$ cat src/rtl/fmc_pkg.sv
// Package of the floor move controller: item types, codes and defaults.
package fmc_pkg;

	localparam int FLOOR_BITS_DEF = 8;
	localparam int ROTATION_BITS_DEF = 16;
	localparam int RESQ_SLOTS = 4;
	localparam int QUEUE_PTR_BITS = $clog2(RESQ_SLOTS);
	localparam int QUEUE_CNT_BITS = $clog2(RESQ_SLOTS + 1);

	typedef enum logic [1:0] {
		OP_REQUEST = 2'd0,
		OP_MOTOR   = 2'd1,
		OP_TAG     = 2'd2,
		OP_NONE    = 2'd3
	} op_t;

	typedef enum logic [1:0] {
		OUTC_DONE   = 2'd0,
		OUTC_CANCEL = 2'd1,
		OUTC_ERROR  = 2'd2,
		OUTC_SPARE  = 2'd3
	} outcome_t;

	typedef enum logic [2:0] {
		MODE_IDLE       = 3'd0,
		MODE_PROCESSING = 3'd1,
		MODE_MOVING     = 3'd2,
		MODE_ARRIVED    = 3'd3,
		MODE_STOPPED    = 3'd4,
		MODE_FAULT      = 3'd5
	} mode_t;

	typedef enum logic [3:0] {
		RS_PROCESSING  = 4'd0,
		RS_ALREADY     = 4'd1,
		RS_SUBMITTED   = 4'd2,
		RS_COMPLETED   = 4'd3,
		RS_TAG         = 4'd4,
		RS_INTERRUPTED = 4'd5,
		RS_MOTOR_ERROR = 4'd6,
		RS_REJECTED    = 4'd7,
		RS_NO_CHANGE   = 4'd8
	} reason_t;

	typedef struct packed {
		op_t         op;
		logic [7:0]  floor_value;
		outcome_t    motor_outcome;
		logic [7:0]  motor_error_code;
	} cmd_item_t;

	typedef struct packed {
		logic [2:0]  status_state;
		logic [3:0]  status_reason;
		logic [7:0]  floor_now;
		logic        move_valid;
		logic        move_direction;
		logic [23:0] move_rotations;
		logic        stop_request;
		logic [7:0]  fault_code;
		logic        last_result;
	} status_item_t;

	typedef struct packed {
		logic valid;
		logic two;
	} push_t;

endpackage

$ cat src/rtl/fmc_queue.sv
// Result queue that takes one or two items per cycle and hands out one while status_ready is high.
module fmc_queue (
	input  logic                  clk,
	input  logic                  arst_n,
	input  fmc_pkg::push_t        push,
	input  fmc_pkg::status_item_t res0,
	input  fmc_pkg::status_item_t res1,
	output logic                  space_ok,
	output logic                  status_valid,
	input  logic                  status_ready,
	output fmc_pkg::status_item_t status
);

	fmc_pkg::status_item_t                 mem_q [fmc_pkg::RESQ_SLOTS];
	logic [fmc_pkg::QUEUE_PTR_BITS-1:0]    wr_ptr_q;
	logic [fmc_pkg::QUEUE_PTR_BITS-1:0]    rd_ptr_q;
	logic [fmc_pkg::QUEUE_CNT_BITS-1:0]    count_q;
	logic [fmc_pkg::QUEUE_PTR_BITS-1:0]    wr_next;
	logic [fmc_pkg::QUEUE_CNT_BITS-1:0]    push_n;
	logic                                  pop;

	assign pop = status_valid && status_ready;
	assign wr_next = wr_ptr_q + fmc_pkg::QUEUE_PTR_BITS'(1);
	assign push_n = !push.valid ? fmc_pkg::QUEUE_CNT_BITS'(0) :
		(push.two ? fmc_pkg::QUEUE_CNT_BITS'(2) : fmc_pkg::QUEUE_CNT_BITS'(1));
	assign space_ok = count_q <= fmc_pkg::QUEUE_CNT_BITS'(fmc_pkg::RESQ_SLOTS - 2);
	assign status_valid = count_q != '0;
	assign status = mem_q[rd_ptr_q];

	always_ff @(posedge clk) begin
		if (push.valid) begin
			mem_q[wr_ptr_q] <= res0;
			if (push.two) begin
				mem_q[wr_next] <= res1;
			end
		end
	end

	always_ff @(posedge clk or negedge arst_n) begin
		if (!arst_n) begin
			wr_ptr_q <= '0;
			rd_ptr_q <= '0;
			count_q <= '0;
		end else begin
			wr_ptr_q <= wr_ptr_q + fmc_pkg::QUEUE_PTR_BITS'(push_n);
			if (pop) begin
				rd_ptr_q <= rd_ptr_q + fmc_pkg::QUEUE_PTR_BITS'(1);
			end
			count_q <= count_q + push_n - fmc_pkg::QUEUE_CNT_BITS'(pop);
		end
	end

endmodule

$ cat src/rtl/fmc_core.sv
// Input register, controller state and result computation.
module fmc_core #(
	parameter int FLOOR_BITS = fmc_pkg::FLOOR_BITS_DEF,
	parameter int ROTATION_BITS = fmc_pkg::ROTATION_BITS_DEF
) (
	input  logic                  clk,
	input  logic                  arst_n,
	input  logic                  cmd_valid,
	output logic                  cmd_ready,
	input  fmc_pkg::cmd_item_t    cmd,
	input  logic                  cfg_we,
	input  logic [15:0]           cfg_wdata,
	input  logic                  space_ok,
	output fmc_pkg::push_t        push,
	output fmc_pkg::status_item_t res0,
	output fmc_pkg::status_item_t res1
);

	localparam int FW = (FLOOR_BITS < 8) ? FLOOR_BITS : 8;
	localparam int RW = (ROTATION_BITS < 16) ? ROTATION_BITS : 16;

	fmc_pkg::cmd_item_t item_s1;
	logic               valid_s1;
	logic               advance;

	fmc_pkg::mode_t     mode_q;
	fmc_pkg::mode_t     mode_d;
	logic [FW-1:0]      floor_q;
	logic [FW-1:0]      floor_d;
	logic [FW-1:0]      goal_q;
	logic [FW-1:0]      goal_d;
	logic               gv_q;
	logic               gv_d;
	logic               gc_q;
	logic               gc_d;
	logic [RW-1:0]      rpf_q;

	logic [FW-1:0]      fv;
	logic               up;
	logic [FW-1:0]      floor_gap;
	logic [FW+RW-1:0]   prod;
	logic               tag_hit;
	logic               two;

	assign advance = valid_s1 && space_ok;
	assign cmd_ready = !valid_s1 || space_ok;
	assign push.valid = advance;
	assign push.two = two;

	assign fv = item_s1.floor_value[FW-1:0];
	assign up = fv > floor_q;
	assign floor_gap = up ? (fv - floor_q) : (floor_q - fv);
	assign prod = floor_gap * rpf_q;
	assign tag_hit = (mode_q == fmc_pkg::MODE_MOVING) && gv_q && (goal_q == fv);

	always_ff @(posedge clk) begin
		if (cmd_valid && cmd_ready) begin
			item_s1 <= cmd;
		end
	end

	always_comb begin
		mode_d = mode_q;
		floor_d = floor_q;
		goal_d = goal_q;
		gv_d = gv_q;
		gc_d = gc_q;
		unique case (item_s1.op)
			fmc_pkg::OP_REQUEST: begin
				if (mode_q != fmc_pkg::MODE_MOVING) begin
					if (fv == floor_q) begin
						mode_d = fmc_pkg::MODE_ARRIVED;
					end else begin
						mode_d = fmc_pkg::MODE_MOVING;
						goal_d = fv;
						gv_d = 1'b1;
						gc_d = 1'b0;
					end
				end
			end
			fmc_pkg::OP_MOTOR: begin
				if (mode_q == fmc_pkg::MODE_MOVING) begin
					if (item_s1.motor_outcome == fmc_pkg::OUTC_DONE || gc_q) begin
						floor_d = goal_q;
						gv_d = 1'b0;
						mode_d = fmc_pkg::MODE_ARRIVED;
					end else if (item_s1.motor_outcome == fmc_pkg::OUTC_CANCEL) begin
						mode_d = fmc_pkg::MODE_STOPPED;
					end else begin
						mode_d = fmc_pkg::MODE_FAULT;
					end
				end
			end
			fmc_pkg::OP_TAG: begin
				if (tag_hit) begin
					gc_d = 1'b1;
				end
			end
			fmc_pkg::OP_NONE: begin
			end
		endcase
	end

	always_comb begin
		res0 = '0;
		res1 = '0;
		two = 1'b0;
		res0.floor_now = 8'(floor_d);
		res1.floor_now = 8'(floor_d);
		res0.status_state = mode_q;
		res0.status_reason = fmc_pkg::RS_NO_CHANGE;
		res0.last_result = 1'b1;
		res1.last_result = 1'b1;
		unique case (item_s1.op)
			fmc_pkg::OP_REQUEST: begin
				if (mode_q == fmc_pkg::MODE_MOVING) begin
					res0.status_reason = fmc_pkg::RS_REJECTED;
				end else begin
					two = 1'b1;
					res0.status_state = fmc_pkg::MODE_PROCESSING;
					res0.status_reason = fmc_pkg::RS_PROCESSING;
					res0.last_result = 1'b0;
					if (fv == floor_q) begin
						res1.status_state = fmc_pkg::MODE_ARRIVED;
						res1.status_reason = fmc_pkg::RS_ALREADY;
					end else begin
						res1.status_state = fmc_pkg::MODE_MOVING;
						res1.status_reason = fmc_pkg::RS_SUBMITTED;
						res1.move_valid = 1'b1;
						res1.move_direction = !up;
						res1.move_rotations = 24'(prod);
					end
				end
			end
			fmc_pkg::OP_MOTOR: begin
				if (mode_q == fmc_pkg::MODE_MOVING) begin
					res0.status_state = mode_d;
					if (item_s1.motor_outcome == fmc_pkg::OUTC_DONE) begin
						res0.status_reason = fmc_pkg::RS_COMPLETED;
					end else if (gc_q) begin
						res0.status_reason = fmc_pkg::RS_TAG;
					end else if (item_s1.motor_outcome == fmc_pkg::OUTC_CANCEL) begin
						res0.status_reason = fmc_pkg::RS_INTERRUPTED;
					end else begin
						res0.status_reason = fmc_pkg::RS_MOTOR_ERROR;
						res0.fault_code = item_s1.motor_error_code;
					end
				end
			end
			fmc_pkg::OP_TAG: begin
				if (tag_hit) begin
					res0.status_reason = fmc_pkg::RS_TAG;
					res0.stop_request = 1'b1;
				end
			end
			fmc_pkg::OP_NONE: begin
			end
		endcase
	end

	always_ff @(posedge clk or negedge arst_n) begin
		if (!arst_n) begin
			valid_s1 <= 1'b0;
			mode_q <= fmc_pkg::MODE_IDLE;
			floor_q <= FW'(1);
			goal_q <= '0;
			gv_q <= 1'b0;
			gc_q <= 1'b0;
			rpf_q <= RW'(1);
		end else begin
			if (cmd_ready) begin
				valid_s1 <= cmd_valid;
			end
			if (advance) begin
				mode_q <= mode_d;
				floor_q <= floor_d;
				goal_q <= goal_d;
				gv_q <= gv_d;
				gc_q <= gc_d;
			end
			if (cfg_we) begin
				rpf_q <= cfg_wdata[RW-1:0];
			end
		end
	end

endmodule

$ cat src/rtl/floor_move_controller.sv
// Top level of the floor move controller.
//
//   channel  direction  handshake                payload
//   cmd      in         cmd_valid / cmd_ready    cmd (request, motor result, tag)
//   status   out        status_valid / status_ready  status (one result item)
//   cfg      in         cfg_we                   cfg_wdata (rotations per floor)
//
// An item is registered in the input register on acceptance; its results are written
// into the result queue once there is room for two. A floor request to a lift that
// is not moving yields two results, all other items one; the output side delivers
// one result per cycle while status_ready is high, which bounds the sustained rate.
// The input register holds its item while the queue lacks room for two results.
// Reset leaves the lift idle at floor one with one rotation per floor.
module floor_move_controller #(
	parameter int FLOOR_BITS = fmc_pkg::FLOOR_BITS_DEF,
	parameter int ROTATION_BITS = fmc_pkg::ROTATION_BITS_DEF
) (
	input  logic                  clk,
	input  logic                  arst_n,
	input  logic                  cmd_valid,
	output logic                  cmd_ready,
	input  fmc_pkg::cmd_item_t    cmd,
	output logic                  status_valid,
	input  logic                  status_ready,
	output fmc_pkg::status_item_t status,
	input  logic                  cfg_we,
	input  logic [15:0]           cfg_wdata
);

	fmc_pkg::push_t        push;
	fmc_pkg::status_item_t res0;
	fmc_pkg::status_item_t res1;
	logic                  space_ok;

	fmc_core #(
		.FLOOR_BITS(FLOOR_BITS),
		.ROTATION_BITS(ROTATION_BITS)
	) u_core (
		.clk(clk),
		.arst_n(arst_n),
		.cmd_valid(cmd_valid),
		.cmd_ready(cmd_ready),
		.cmd(cmd),
		.cfg_we(cfg_we),
		.cfg_wdata(cfg_wdata),
		.space_ok(space_ok),
		.push(push),
		.res0(res0),
		.res1(res1)
	);

	fmc_queue u_queue (
		.clk(clk),
		.arst_n(arst_n),
		.push(push),
		.res0(res0),
		.res1(res1),
		.space_ok(space_ok),
		.status_valid(status_valid),
		.status_ready(status_ready),
		.status(status)
	);

endmodule

$ cat config.mk
export PLATFORM = sky130hd
export DESIGN_NAME = floor_move_controller
export DESIGN_NICKNAME = d
export VERILOG_FILES = /design/src/rtl/fmc_pkg.sv /design/src/rtl/fmc_queue.sv /design/src/rtl/fmc_core.sv /design/src/rtl/floor_move_controller.sv
export SDC_FILE = /design/constraint.sdc
export NUM_CORES = 1
export LEC_CHECK = 0
export BUFFER_PORTS_ARGS = -buffer_cell sky130_fd_sc_hd__buf_2
export CAP_MARGIN = 20
export CORE_AREA = 2 2 186 188
export CTS_CLUSTER_DIAMETER = 120
export CTS_CLUSTER_SIZE = 40
export DETAILED_ROUTE_END_ITERATION = 16
export DIE_AREA = 0 0 188 190
export GPL_ROUTABILITY_DRIVEN = 0
export PLACE_DENSITY = 0.72
export SLEW_MARGIN = 20
export SYNTH_ARGS = -nofsm -noshare
export SYNTH_HDL_FRONTEND = slang
export SYNTH_HIERARCHICAL = 1
export SYNTH_SLANG_ARGS = --single-unit
$ cat constraint.sdc
create_clock -name clk -period 19.4 [get_ports clk]
set_input_delay 0 -clock clk [delete_from_list [all_inputs] [get_ports clk]]
set_output_delay 0 -clock clk [all_outputs]
set_load 0.01 [all_outputs]
# Yosys cells after proc, flatten, opt, wreduce, memory -nomap -nowiden

Memories as Yosys holds them, arrays and structs flattened.
Index checks and enable logic that the tools add are counted.

Multiply operators: 1
Eq/ne operators: 12
Multiplexer cells: 52
Reduce and logical (&&, ||, !) cells: 17
Add/subtract/negate cells: 7
Magnitude comparators: 2
Bitwise logic cells: 1

Operators by type and width:

| operator                                            | count |
|---|---|
| two-way mux 26 bit                                  | 3 |
| two-way mux 8 bit                                   | 9 |
| multiplier 8 x 16 -> 24 bit                         | 1 |
| two-way mux 7 bit                                   | 3 |
| two-way mux 1 bit                                   | 20 |
| two-way mux 3 bit                                   | 6 |
| equality test 8 bit                                 | 2 |
| subtractor 8 bit                                    | 2 |
| one-hot mux 3 bit (2 select lines)                  | 2 |
| one-hot mux 4 bit (3 select lines)                  | 1 |
| greater-than comparator 8 bit                       | 1 |
| two-way mux 4 bit                                   | 2 |
| != test 2 x 1 -> 1 bit, second input constant       | 4 |
| two-way mux 2 bit                                   | 3 |
| AND reduction 6 bit                                 | 1 |
| logical AND 1 bit                                   | 5 |
| two-way mux 5 bit                                   | 1 |
| AND reduction 5 bit                                 | 1 |
| adder 2 x 1 -> 2 bit, second input constant         | 2 |
| equality test 2 x 1 -> 1 bit, second input constant | 2 |
| logical NOT 2 bit                                   | 2 |
| one-hot mux 1 bit (2 select lines)                  | 2 |
| AND reduction 4 bit                                 | 1 |
| nonzero test 2 bit                                  | 2 |
| 12 further kinds                                    | 14 |

Output and inout port bits: 53
RAM bits: 204
Memories kept: 1
Register bits: 65
Word-level logic and storage cells: 107
Input bits: 41

Memories:

| memory        | depth | width | read ports | clocked after memory_dff | write ports | line            | text |
|---|---|---|---|---|---|---|---|
| u_queue.mem_q | 4     | 51    | 1          | 0                        | 2           | fmc_queue.sv:14 | `fmc_pkg::status_item_t mem_q [fmc_pkg::RESQ_SLOTS];` |

# Longest topological paths before layout

Gate-level depths: netlist (run 1).

Word-level depth: 7
Mapped depth: 27
Depth with buffers taken out: 26

# Modules after synthesis

Netlist (run 1), hierarchy kept.

By module, submodules not included:

| module    | area each (um^2) | seq. area each (um^2) | instances | cells an instance |
|---|---|---|---|---|
| fmc_queue | 10,530.1         | 6,301.0               | 1         | 539 |
| fmc_core  | 7,885.1          | 1,554.0               | 1         | 831 |

# Worst setup path after synthesis (run 1)

OpenSTA, ideal clock, no wires.

Path type: reg2reg
Start: register u_core.floor_q[0]
End: memory u_queue/mem_q[0][26] in the netlist's numbering (data pin)
Setup time: 0.260 ns
Slack: 12.293 ns
Cell stages (with the launch flop): 26
Clock period less this slack: 7.107 ns
Arrival: 6.847 ns
Data required time: 19.140 ns
Path buffers: 1
Cell sequence: dfstp_2 -> ha_1 -> inv_1 -> fa_1 -> a21o_1 -> a221o_1 -> a22oi_4 -> mux2i_1 -> xor2_1 -> clkbuf_2 -> nand2_1 -> fa_1 -> fa_1 -> inv_1 -> fa_1 -> inv_1 -> fa_1 -> inv_1 -> ha_1 -> and3_1 -> a2111oi_0 -> a21oi_1 -> o22ai_1 -> xor2_1 -> nor2_1 -> mux2_2

RTL lines:

| what                     | line            | text |
|---|---|---|
| start: declaration       | fmc_core.sv:28  | `logic [FW-1:0] floor_q;` |
| start signal: assignment | fmc_core.sv:176 | `floor_q <= floor_d;` |
| end: declaration         | fmc_queue.sv:14 |  |

==> results.yml, run 1 <==
status:
  status: "finished, final reports clean"
routing:
  totalWireLength_mm: 36.0
  drt_iter0_drc: 610
  routedWlPerCell_microns: 18.8
  post-route-drc-count: 0
  antenna_left: 0
  via_per_inst: 5.48
  wl_met2_mm: 17.8
  dr_wl_met3_mm: 1.23
  highest_layer: "met4"
  first_pass_iters: 5
  m1WireLength_mm: 16.5
  vias: 10509
timing:
  tightest_slew_ns: 1.11
  rsz0062_at_grt: "false"
  slew_viol_final: 0
  fmax_mhz: 121
  tns_ns: 0
  finalSetupViolCount: 0
  slew_headroom: 0.259
  min_period_ns: 8.30
  finalClockSkew_ns: 0.0294
  finalCritPeriodShare: 0.428
  finalHoldViolCount: 0
synth:
  ys_seq_area_frac: 0.427
  synth_cell_type_count: 74
  synth_edf_count: 224
  synthesis.area_sq_um: 18400
  async_flop_share: 0.167
  synthFlopType: "edfxtp_1"
  yosysWarnings: 6
  synth-seq-cells: 269
  avgSynthCellArea_sq_um: 13.4
  syn_inst: 1370
layout:
  drive_above_1_share: 0.300
  nNetsFinal: 1648
  fill_cells: 2703
  num_antenna_cells: 0
  layout_common_cells: "edfxtp_1, mux2_2, inv_1"
  layout_commonest_cell: "edfxtp_1"
  syn_to_final_growth_pct: 6.88
critical_path:
  worstSetupPathType: "reg -> reg"
  slowest_stage: "xor2_1"
  worst-r2r-setup-slack_ns: 11.10
  worstPathRequired_ns: 19.66
  end_kind: "register"
  critPathLaunch: "u_core/floor_q[0]"
  critPathMaxStageDelay_ns: 0.86
  r2r_cells: 23
  worstPathArrival_ns: 8.56
  cp_max_fo: 17
  cp-start-kind: "register"
  rr_startpoint: "u_core/floor_q[0]"
  reg2reg_to: "u_queue/mem_q[0][26]"
  endpoint: "u_queue/mem_q[0][26]"
  crit_chain: "inv_1 > ha_1 > and4_1 > nand3_2 > a22oi_4 > mux2i_1 > xor2_1 > nand2_1 > fa_1 > fa_1 > inv_1 > fa_1 > inv_1 > fa_1 > inv_1 > ha_1 > and3_1 > a2111oi_0 > a21oi_1 > o22ai_1 > xor2_1 > nor2_1 > mux2_2"
clock_network:
  clk_latency_ns: 0.50
  clock_path_buffers: 3
  cts_tree: "built"
  ctsResizeCount: 0
  ctsHtreeMaxLevel: 1
  numCtsBuffers: 11
  clock_sinks: 269
  cts_root_buf: "clkbuf_16"
  path_clk_slew_ns: 0.13
place:
  portBuffers: 93
  hpwlAfterDp_mm: 24.7
floorplanning:
  dieArea_sq_um: 35700
  coreArea_sq_um: 33900
  ios: 94
  initial_core_util: 0.542
  rows: 68
  die_y_microns: 190
  die_w_microns: 188
global_route:
  gr-total-overflow: 0
  grt_pass1_wl_mm: 58.4
  first_global_vias: 10945
  antenna_found_initial: 0
  grt_max_degree: 46
  grt.total_usage: 0.206
run:
  cap_violations: 0
hold_path:
  hold_path_class: "in -> reg"
  worstHoldPathCells: 2
metal layers:
layer | track usage | vias to the layer above
met3 | 0.0186 | 25
met4 | 0.0360 | 0
met2 | 0.357 | 199
met5 | 0 | -
li1 | - | 4963
met1 | 0.287 | 5322
sequential cells by signal, summed over array words and instances, names as in the netlist:
signal            cells
u_core/floor_q        8
u_core/fv             8
u_core/gc_q           1
u_core/goal_q         8
u_core/gv_q           1
u_core/item_s1       12
u_core/mode_q         3
u_core/rpf_q         16
u_core/valid_s1       1
u_queue/count_q       3
u_queue/mem_q       204
u_queue/rd_ptr_q      2
u_queue/wr_ptr_q      2
Yosys cell counts, types with 5 or more instances:
library cell | count | share of area
mux2i_1 | 8 | 0.0043
nor2b_1 | 28 | 0.0095
o21ai_0 | 20 | 0.0054
nand2_1 | 42 | 0.0086
nor2_1 | 37 | 0.0075
buf_12 | 6 | 0.0065
mux4_2 | 51 | 0.062
nor3_1 | 10 | 0.0027
inv_1 | 135 | 0.028
mux2_1 | 11 | 0.0067
nand2b_1 | 13 | 0.0044
a21oi_1 | 31 | 0.0084
o21a_1 | 9 | 0.0037
mux2_4 | 50 | 0.041
buf_6 | 5 | 0.0031
and2_1 | 81 | 0.028
clkbuf_1 | 13 | 0.0026
ha_1 | 63 | 0.043
buf_2 | 19 | 0.0052
a211oi_1 | 11 | 0.0045
edfxtp_1 | 224 | 0.37
mux2_2 | 181 | 0.11
buf_4 | 62 | 0.025
and3_1 | 7 | 0.0024
a21o_1 | 12 | 0.0049
and2_2 | 9 | 0.0037
xnor2_1 | 18 | 0.0086
dfrtp_1 | 43 | 0.058
xor2_1 | 9 | 0.0043
fa_1 | 87 | 0.095
area by class of cell:
class | count | area [sq um] | share of cell area
clock inverter | 3 | 57.6 | 0.00292
tap | 455 | 569 | 0.0289
clock buffer | 14 | 287 | 0.0146
sequential | 269 | 7860 | 0.399
timing repair buffer | 145 | 961 | 0.0488
multi-input combinational | 895 | 9440 | 0.480
inverter | 135 | 507 | 0.0257
timing repair:
item / in CTS / in global routing
setup endpoints to repair: 0 / 0
hold buffers: 39 / 0
buffers inserted: 0 / 0
hold endpoints to repair: 84 / 0
worst max-delay path: cells and delay by family, from the launching register on:
family	cells	cell delay, ns
compound gates	4	1.61
xor+xnor	2	1.02
fa+ha+maj	6	3.06
buf+inv	4	0.19
flops	1	0.56
mux	2	0.57
simple gates	5	1.02
through the flow:
step	setup WS, ns	util	hold WS [ns]	instances	area [sq um]
6_report	11.10	0.580	0.0163	1916	19700
5_1_grt	10.48	0.580	0.0368	1916	19700
4_1_cts	10.96	0.579	0.000838	1915	19700
3_5_place_dp	10.98	0.557	0.140	1859	18900
3_3_place_gp	11.23	0.557	0.130	1859	18900
2_1_floorplan	12.29	-	-0.296	1407	18600
worst min path at each step:
stage | start | to | slack [ns]
detailed placement | arst_n | u_core/goal_q[7] | 0.14
finish | cfg_we | u_core/rpf_q[0] | 0.02
global route | cfg_we | u_core/rpf_q[0] | 0.04
CTS | cfg_we | u_core/rpf_q[0] | 0.0008
floorplan | arst_n | u_core/floor_q[1] | -0.30
global placement | arst_n | u_core/goal_q[7] | 0.13
cell families after synthesis:
kind of cell / synth area share
adders and majority gates: 0.137
buffers and inverters: 0.0709
DFF: 0.427
xor gates and xnor gates: 0.0155
AOI/OAI and AO/OA: 0.0427
and+or+nand+nor: 0.0804
muxes: 0.226
other: 0.000408
Power of run 1 is not shown: default switching activity piles up to over one toggle a cycle in this logic, so the estimate is an artifact.
==> inputs of run 2 (changes only) <==
--- a/config.mk
+++ b/config.mk
@@ -5,15 +5,16 @@
 export SDC_FILE = /design/constraint.sdc
 export NUM_CORES = 1
 export LEC_CHECK = 0
+export ABC_AREA = 1
 export BUFFER_PORTS_ARGS = -buffer_cell sky130_fd_sc_hd__buf_2
 export CAP_MARGIN = 20
-export CORE_AREA = 2 2 186 188
+export CORE_AREA = 2 2 190 192
 export CTS_CLUSTER_DIAMETER = 120
 export CTS_CLUSTER_SIZE = 40
 export DETAILED_ROUTE_END_ITERATION = 16
-export DIE_AREA = 0 0 188 190
+export DIE_AREA = 0 0 192 194
 export GPL_ROUTABILITY_DRIVEN = 0
-export PLACE_DENSITY = 0.72
+export PLACE_DENSITY = 0.75
 export SLEW_MARGIN = 20
 export SYNTH_ARGS = -nofsm -noshare
 export SYNTH_HDL_FRONTEND = slang
==> constraint.sdc (replaced) <==
create_clock -name clk -period 7.4 [get_ports clk]
set_input_delay 0 -clock clk [delete_from_list [all_inputs] [get_ports clk]]
set_output_delay 0 -clock clk [all_outputs]
set_load 0.01 [all_outputs]
==> results.yml, run 2 <==
status:
  status: "finished, final reports clean"
timing:
  finalHoldViolCount: 0
  finalClockSkew_ns: 0.0240
  slew_viol_final: 0
  tightest_slew_ns: 1.11
  finalSetupViolCount: 0
  tns_ns: 0
  min_period_ns: 6.50
  finalCritPeriodShare: 0.878
  fmax_mhz: 154
  rsz0062_at_grt: "false"
  slew_headroom: 0.258
hold_path:
  hold_path_class: "in -> reg"
clock_network:
  clock_sinks: 269
  cts_root_buf: "clkbuf_16"
  numCtsBuffers: 11
  path_clk_slew_ns: 0.13
  cts_tree: "built"
  ctsHtreeMaxLevel: 1
  clock_path_buffers: 3
  clk_latency_ns: 0.51
  post_cts_buffers: 0
layout:
  reg_top3: "u_queue/mem_q x204, u_core/rpf_q x16, u_core/item_s1 x12"
  layout_common_cells: "nand2_1, nor2_1, inv_1"
  num_antenna_cells: 0
  final_cells: 3034
  largest_register_ffs: 204
  ff_latch_area_sq_um: 7860
  multi_input_area_sq_um: 9560
  largest_register: "u_queue/mem_q"
  syn_to_final_growth_pct: 7.91
  layout_commonest_cell: "nand2_1"
  drive_above_1_share: 0.0637
  nNetsFinal: 2760
  fill_cells: 3087
routing:
  vias: 16391
  antenna_left: 0
  via_per_inst: 5.40
  post-route-drc-count: 0
  routedWlPerCell_microns: 16.2
  totalWireLength_mm: 49.3
  first_pass_iters: 7
  drt_iter0_drc: 1651
critical_path:
  cp_max_fo: 16
  critPathMaxStageDelay_ns: 0.62
  slowest_stage: "ha_1"
  worstPathArrival_ns: 6.88
  cp-start-kind: "register"
  worstSetupPathType: "reg -> reg"
  end_kind: "register"
  critPathMostFrequentCell: "nand2_1"
  worstPathRequired_ns: 7.78
place:
  hpwlAfterDp_mm: 31.3
  dp.cells: 2947
  portBuffers: 93
floorplanning:
  rows: 69
  die_w_microns: 192
  die_y_microns: 194
  ios: 94
  coreArea_sq_um: 35200
  dieArea_sq_um: 37200
  initial_core_util: 0.545
synth:
  syn_inst: 2500
  synth_cell_type_count: 40
  synth_most_common_cell: "nand2_1"
  yosys.area.top_type: "edfxtp_1"
  synth.area.top_cells: "edfxtp_1, nand2_1, fa_1"
  yosysWarnings: 6
  synth-seq-cells: 269
  synth_top_area_frac: 0.350
  async_flop_share: 0.167
  avgSynthCellArea_sq_um: 7.69
  synthFlopType: "edfxtp_1"
  synthTopCellsByCount: "nand2_1, nor2_1, inv_1"
  ys_seq_area_frac: 0.409
  synthesis.area_sq_um: 19200
  synth_edf_count: 224
global_route:
  grt_max_degree: 114
  gr-total-overflow: 0
  grt_pass1_wl_mm: 79.7
  grt.total_usage: 0.266
  first_global_vias: 15889
  antenna_found_initial: 0
run:
  cap_violations: 0
==> run 2: cell types whose count changed in the layout (fill, tap and decap cells not counted), moves of 50 or more <==
cell	delta
and2_1	-78
inv_1	+140
mux2_2	-181
mux2_4	-50
mux4_2	-51
nand2_1	+826
nand3_1	+195
nor2_1	+259
o21ai_0	+134
==> run 2: routing by layer <==
layer	part of all wire	track usage
met5	0	0
met4	0.024	0.0732
met3	0.079	0.0277
met2	0.47	0.439
met1	0.43	0.373
==> run 2: per-stage QoR <==
| step | worst slack [ns] | area, sq um | hold WS [ns] | util |
|---|---|---|---|---|
| floorplan | 1.90 | 19400 | -0.296 | - |
| detailed placement | 1.01 | 19700 | 0.131 | 0.559 |
| CTS | 0.976 | 20700 | 0.0112 | 0.588 |
| finish | 0.904 | 20700 | 0.00299 | 0.589 |
| global placement | 1.19 | 19700 | 0.128 | 0.559 |
| global route | 0.378 | 20700 | 0.0711 | 0.589 |
==> run 2: repair_timing <==
action                    4_1_cts  5_1_grt
hold endpoints to repair       90        0
hold buffers                   70        0
gates resized for setup         0        0
==> run 2: final cells by class <==
class / count / area share
tap: 461 / 0.0278
inverter: 289 / 0.0526
sequential: 269 / 0.379
clock inverter: 3 / 0.00296
multi-input combinational: 1818 / 0.461
timing repair buffer: 180 / 0.0626
clock buffer: 14 / 0.0138
==> run 2: path summary, 6_finish.rpt <==
path / from / to / slack (ns) / cells after the start
max reg2reg: u_core/floor_q[0] / u_queue/mem_q[1][31] / 0.90 / 31
min: cfg_we / u_core/rpf_q[0] / 0.003 / 2
max: u_core/floor_q[0] / u_queue/mem_q[1][31] / 0.90 / 31
min in group asynchronous: arst_n / u_queue/wr_ptr_q[0] / 0.10 / 3
max in group asynchronous: arst_n / u_queue/rd_ptr_q[0] / 6.86 / 3
min reg2reg: u_core/gc_q / u_core/gc_q / 0.52 / 2
==> run 2: cell families after synthesis <==
kind of cell             after synthesis  synth area share
XOR/XNOR                               9           0.00410
AO/OA/AOI/OAI                        215            0.0578
AND/OR/NAND/NOR                     1405             0.293
flip-flops                           269             0.409
other                                  2          0.000391
buffers and inverters                450             0.104
adder cells (fa/ha/maj)              150             0.132
==> run 2: critical path: cells and delay by family, from the launching register on <==
kind | cells | cell delay [ns]
and+or+nand+nor | 18 | 2.12
adders and majority gates | 6 | 3.07
DFF | 1 | 0.56
buffers and inverters | 7 | 0.62
Power of run 2 is left out for the same reason.
==> inputs of run 3 (changes only) <==
--- a/config.mk
+++ b/config.mk
@@ -15,7 +15,7 @@
 export DIE_AREA = 0 0 192 194
 export GPL_ROUTABILITY_DRIVEN = 0
 export PLACE_DENSITY = 0.75
-export SLEW_MARGIN = 20
+export SLEW_MARGIN = 15
 export SYNTH_ARGS = -nofsm -noshare
 export SYNTH_HDL_FRONTEND = slang
 export SYNTH_HIERARCHICAL = 1
==> constraint.sdc (replaced) <==
create_clock -name clk -period 7.4 [get_ports clk]
set_input_delay 0.37 -clock clk [delete_from_list [all_inputs] [get_ports clk]]
set_output_delay 0.37 -clock clk [all_outputs]
set_load 0.01 [all_outputs]
==> results.yml, run 3 (synthesized netlist as in run 2, its figures left out) <==
status:
  status: "finished, final reports clean"
floorplanning:
  rows: 69
  initial_core_util: 0.545
  coreArea_sq_um: 35200
  dieArea_sq_um: 37200
  ios: 94
  die_w_microns: 192
  die_y_microns: 194
global_route:
  gr-total-overflow: 0
  grt.total_usage: 0.259
  antenna_found_initial: 0
  grt_max_degree: 114
  grt_pass1_wl_mm: 77.9
  first_global_vias: 15268
place:
  hpwlAfterDp_mm: 31.6
  portBuffers: 93
timing:
  fmax_mhz: 152
  fin_hold_ws_ns: 0.0194
  finalHoldViolCount: 0
  finalCritPeriodShare: 0.887
  tightest_slew_ns: 1.10
  slew_viol_final: 0
  min_period_ns: 6.56
  rsz0062_at_grt: "false"
  slew_headroom: 0.264
  finalClockSkew_ns: 0.0267
  finalSetupViolCount: 0
  tns_ns: 0
routing:
  via_per_inst: 5.42
  drt_iter0_drc: 1681
  totalWireLength_mm: 48.2
  routedWlPerCell_microns: 16.2
  antenna_left: 0
  first_pass_iters: 8
  vias: 16077
  post-route-drc-count: 0
layout:
  reg_top3: "u_queue/mem_q x204, u_core/rpf_q x16, u_core/item_s1 x12"
  largest_register: "u_queue/mem_q"
  drive_above_1_share: 0.0658
  nNetsFinal: 2693
  layout_commonest_cell: "nand2_1"
  num_antenna_cells: 0
  largest_register_ffs: 204
  syn_to_final_growth_pct: 4.49
  layout_common_cells: "nand2_1, nor2_1, inv_1"
clock_network:
  cts_tree: "built"
  clock_sinks: 269
  clk_latency_ns: 0.51
  ctsHtreeMaxLevel: 1
  ctsResizeCount: 0
  cts_root_buf: "clkbuf_16"
  numCtsBuffers: 11
  path_clk_slew_ns: 0.15
  clock_path_buffers: 3
critical_path:
  critPathMaxStageDelay_ns: 0.63
  worstPathArrival_ns: 6.94
  rr_startpoint: "u_core/floor_q[0]"
  cp_max_fo: 16
  critPathMostFrequentCell: "nand2_1"
  critPathLaunch: "u_core/floor_q[0]"
  slowest_stage: "ha_1"
  worstPathRequired_ns: 7.77
  end_kind: "register"
  cp-start-kind: "register"
  worstSetupPathType: "reg -> reg"
hold_path:
  hold_path_class: "in -> reg"
  min_from: "cmd[18]"
run:
  cap_violations: 0
run 3: metrics by stage:
| stage | std cells | setup WS (ns) | utilization | area (sq um) |
|---|---|---|---|---|
| CTS | 2966 | 0.957 | 0.569 | 20000 |
| detailed placement | 2948 | 0.983 | 0.559 | 19700 |
| finish | 2967 | 0.838 | 0.570 | 20100 |
| global route | 2967 | 0.324 | 0.570 | 20100 |
| floorplan | 2537 | 1.90 | - | 19400 |
| global placement | 2947 | 1.19 | 0.559 | 19700 |
run 3: area by class of cell:
cell class	instances	area, sq um
flip-flops and latches	269	7860
repair buffers	113	646
fillers	3176	15100
multi-input cells	1818	9560
inverters	289	1090
clock inverters	3	58.8
clock buffers	14	287
well taps	461	577
run 3: worst paths after layout:
check,end,slack [ns],depth (start not counted)
min reg2reg,u_core/gc_q,0.52,2
max in group asynchronous,u_queue/rd_ptr_q[0],6.50,3
min,u_core/item_s1[18],0.02,1
max reg2reg,u_queue/mem_q[1][21],0.84,27
min in group asynchronous,u_core/floor_q[7],0.45,3
max,u_queue/mem_q[1][21],0.84,27
run 3: worst max-delay path, delay by kind of cell, from the launching register on:
| family | cells | cell delay [ns] |
|---|---|---|
| adder cells (fa/ha/maj) | 6 | 3.08 |
| flip-flops | 1 | 0.56 |
| buffers and inverters | 6 | 0.53 |
| AND/OR/NAND/NOR | 13 | 1.76 |
| AO/OA/AOI/OAI | 2 | 0.48 |
run 3: metal layers:
layer | global-route usage | wire, microns | up-vias
met5 | 0 | 0 | -
met4 | 0.0582 | 864 | 0
met3 | 0.0252 | 4140 | 76
met2 | 0.429 | 22700 | 720
met1 | 0.371 | 20500 | 7509
li1 | - | - | 7772
run 3: repair_timing:
item	CTS	global route
hold buffers	1	0
buffers inserted	0	0
hold endpoints to repair	43	0
Power of run 3 is left out for the same reason.
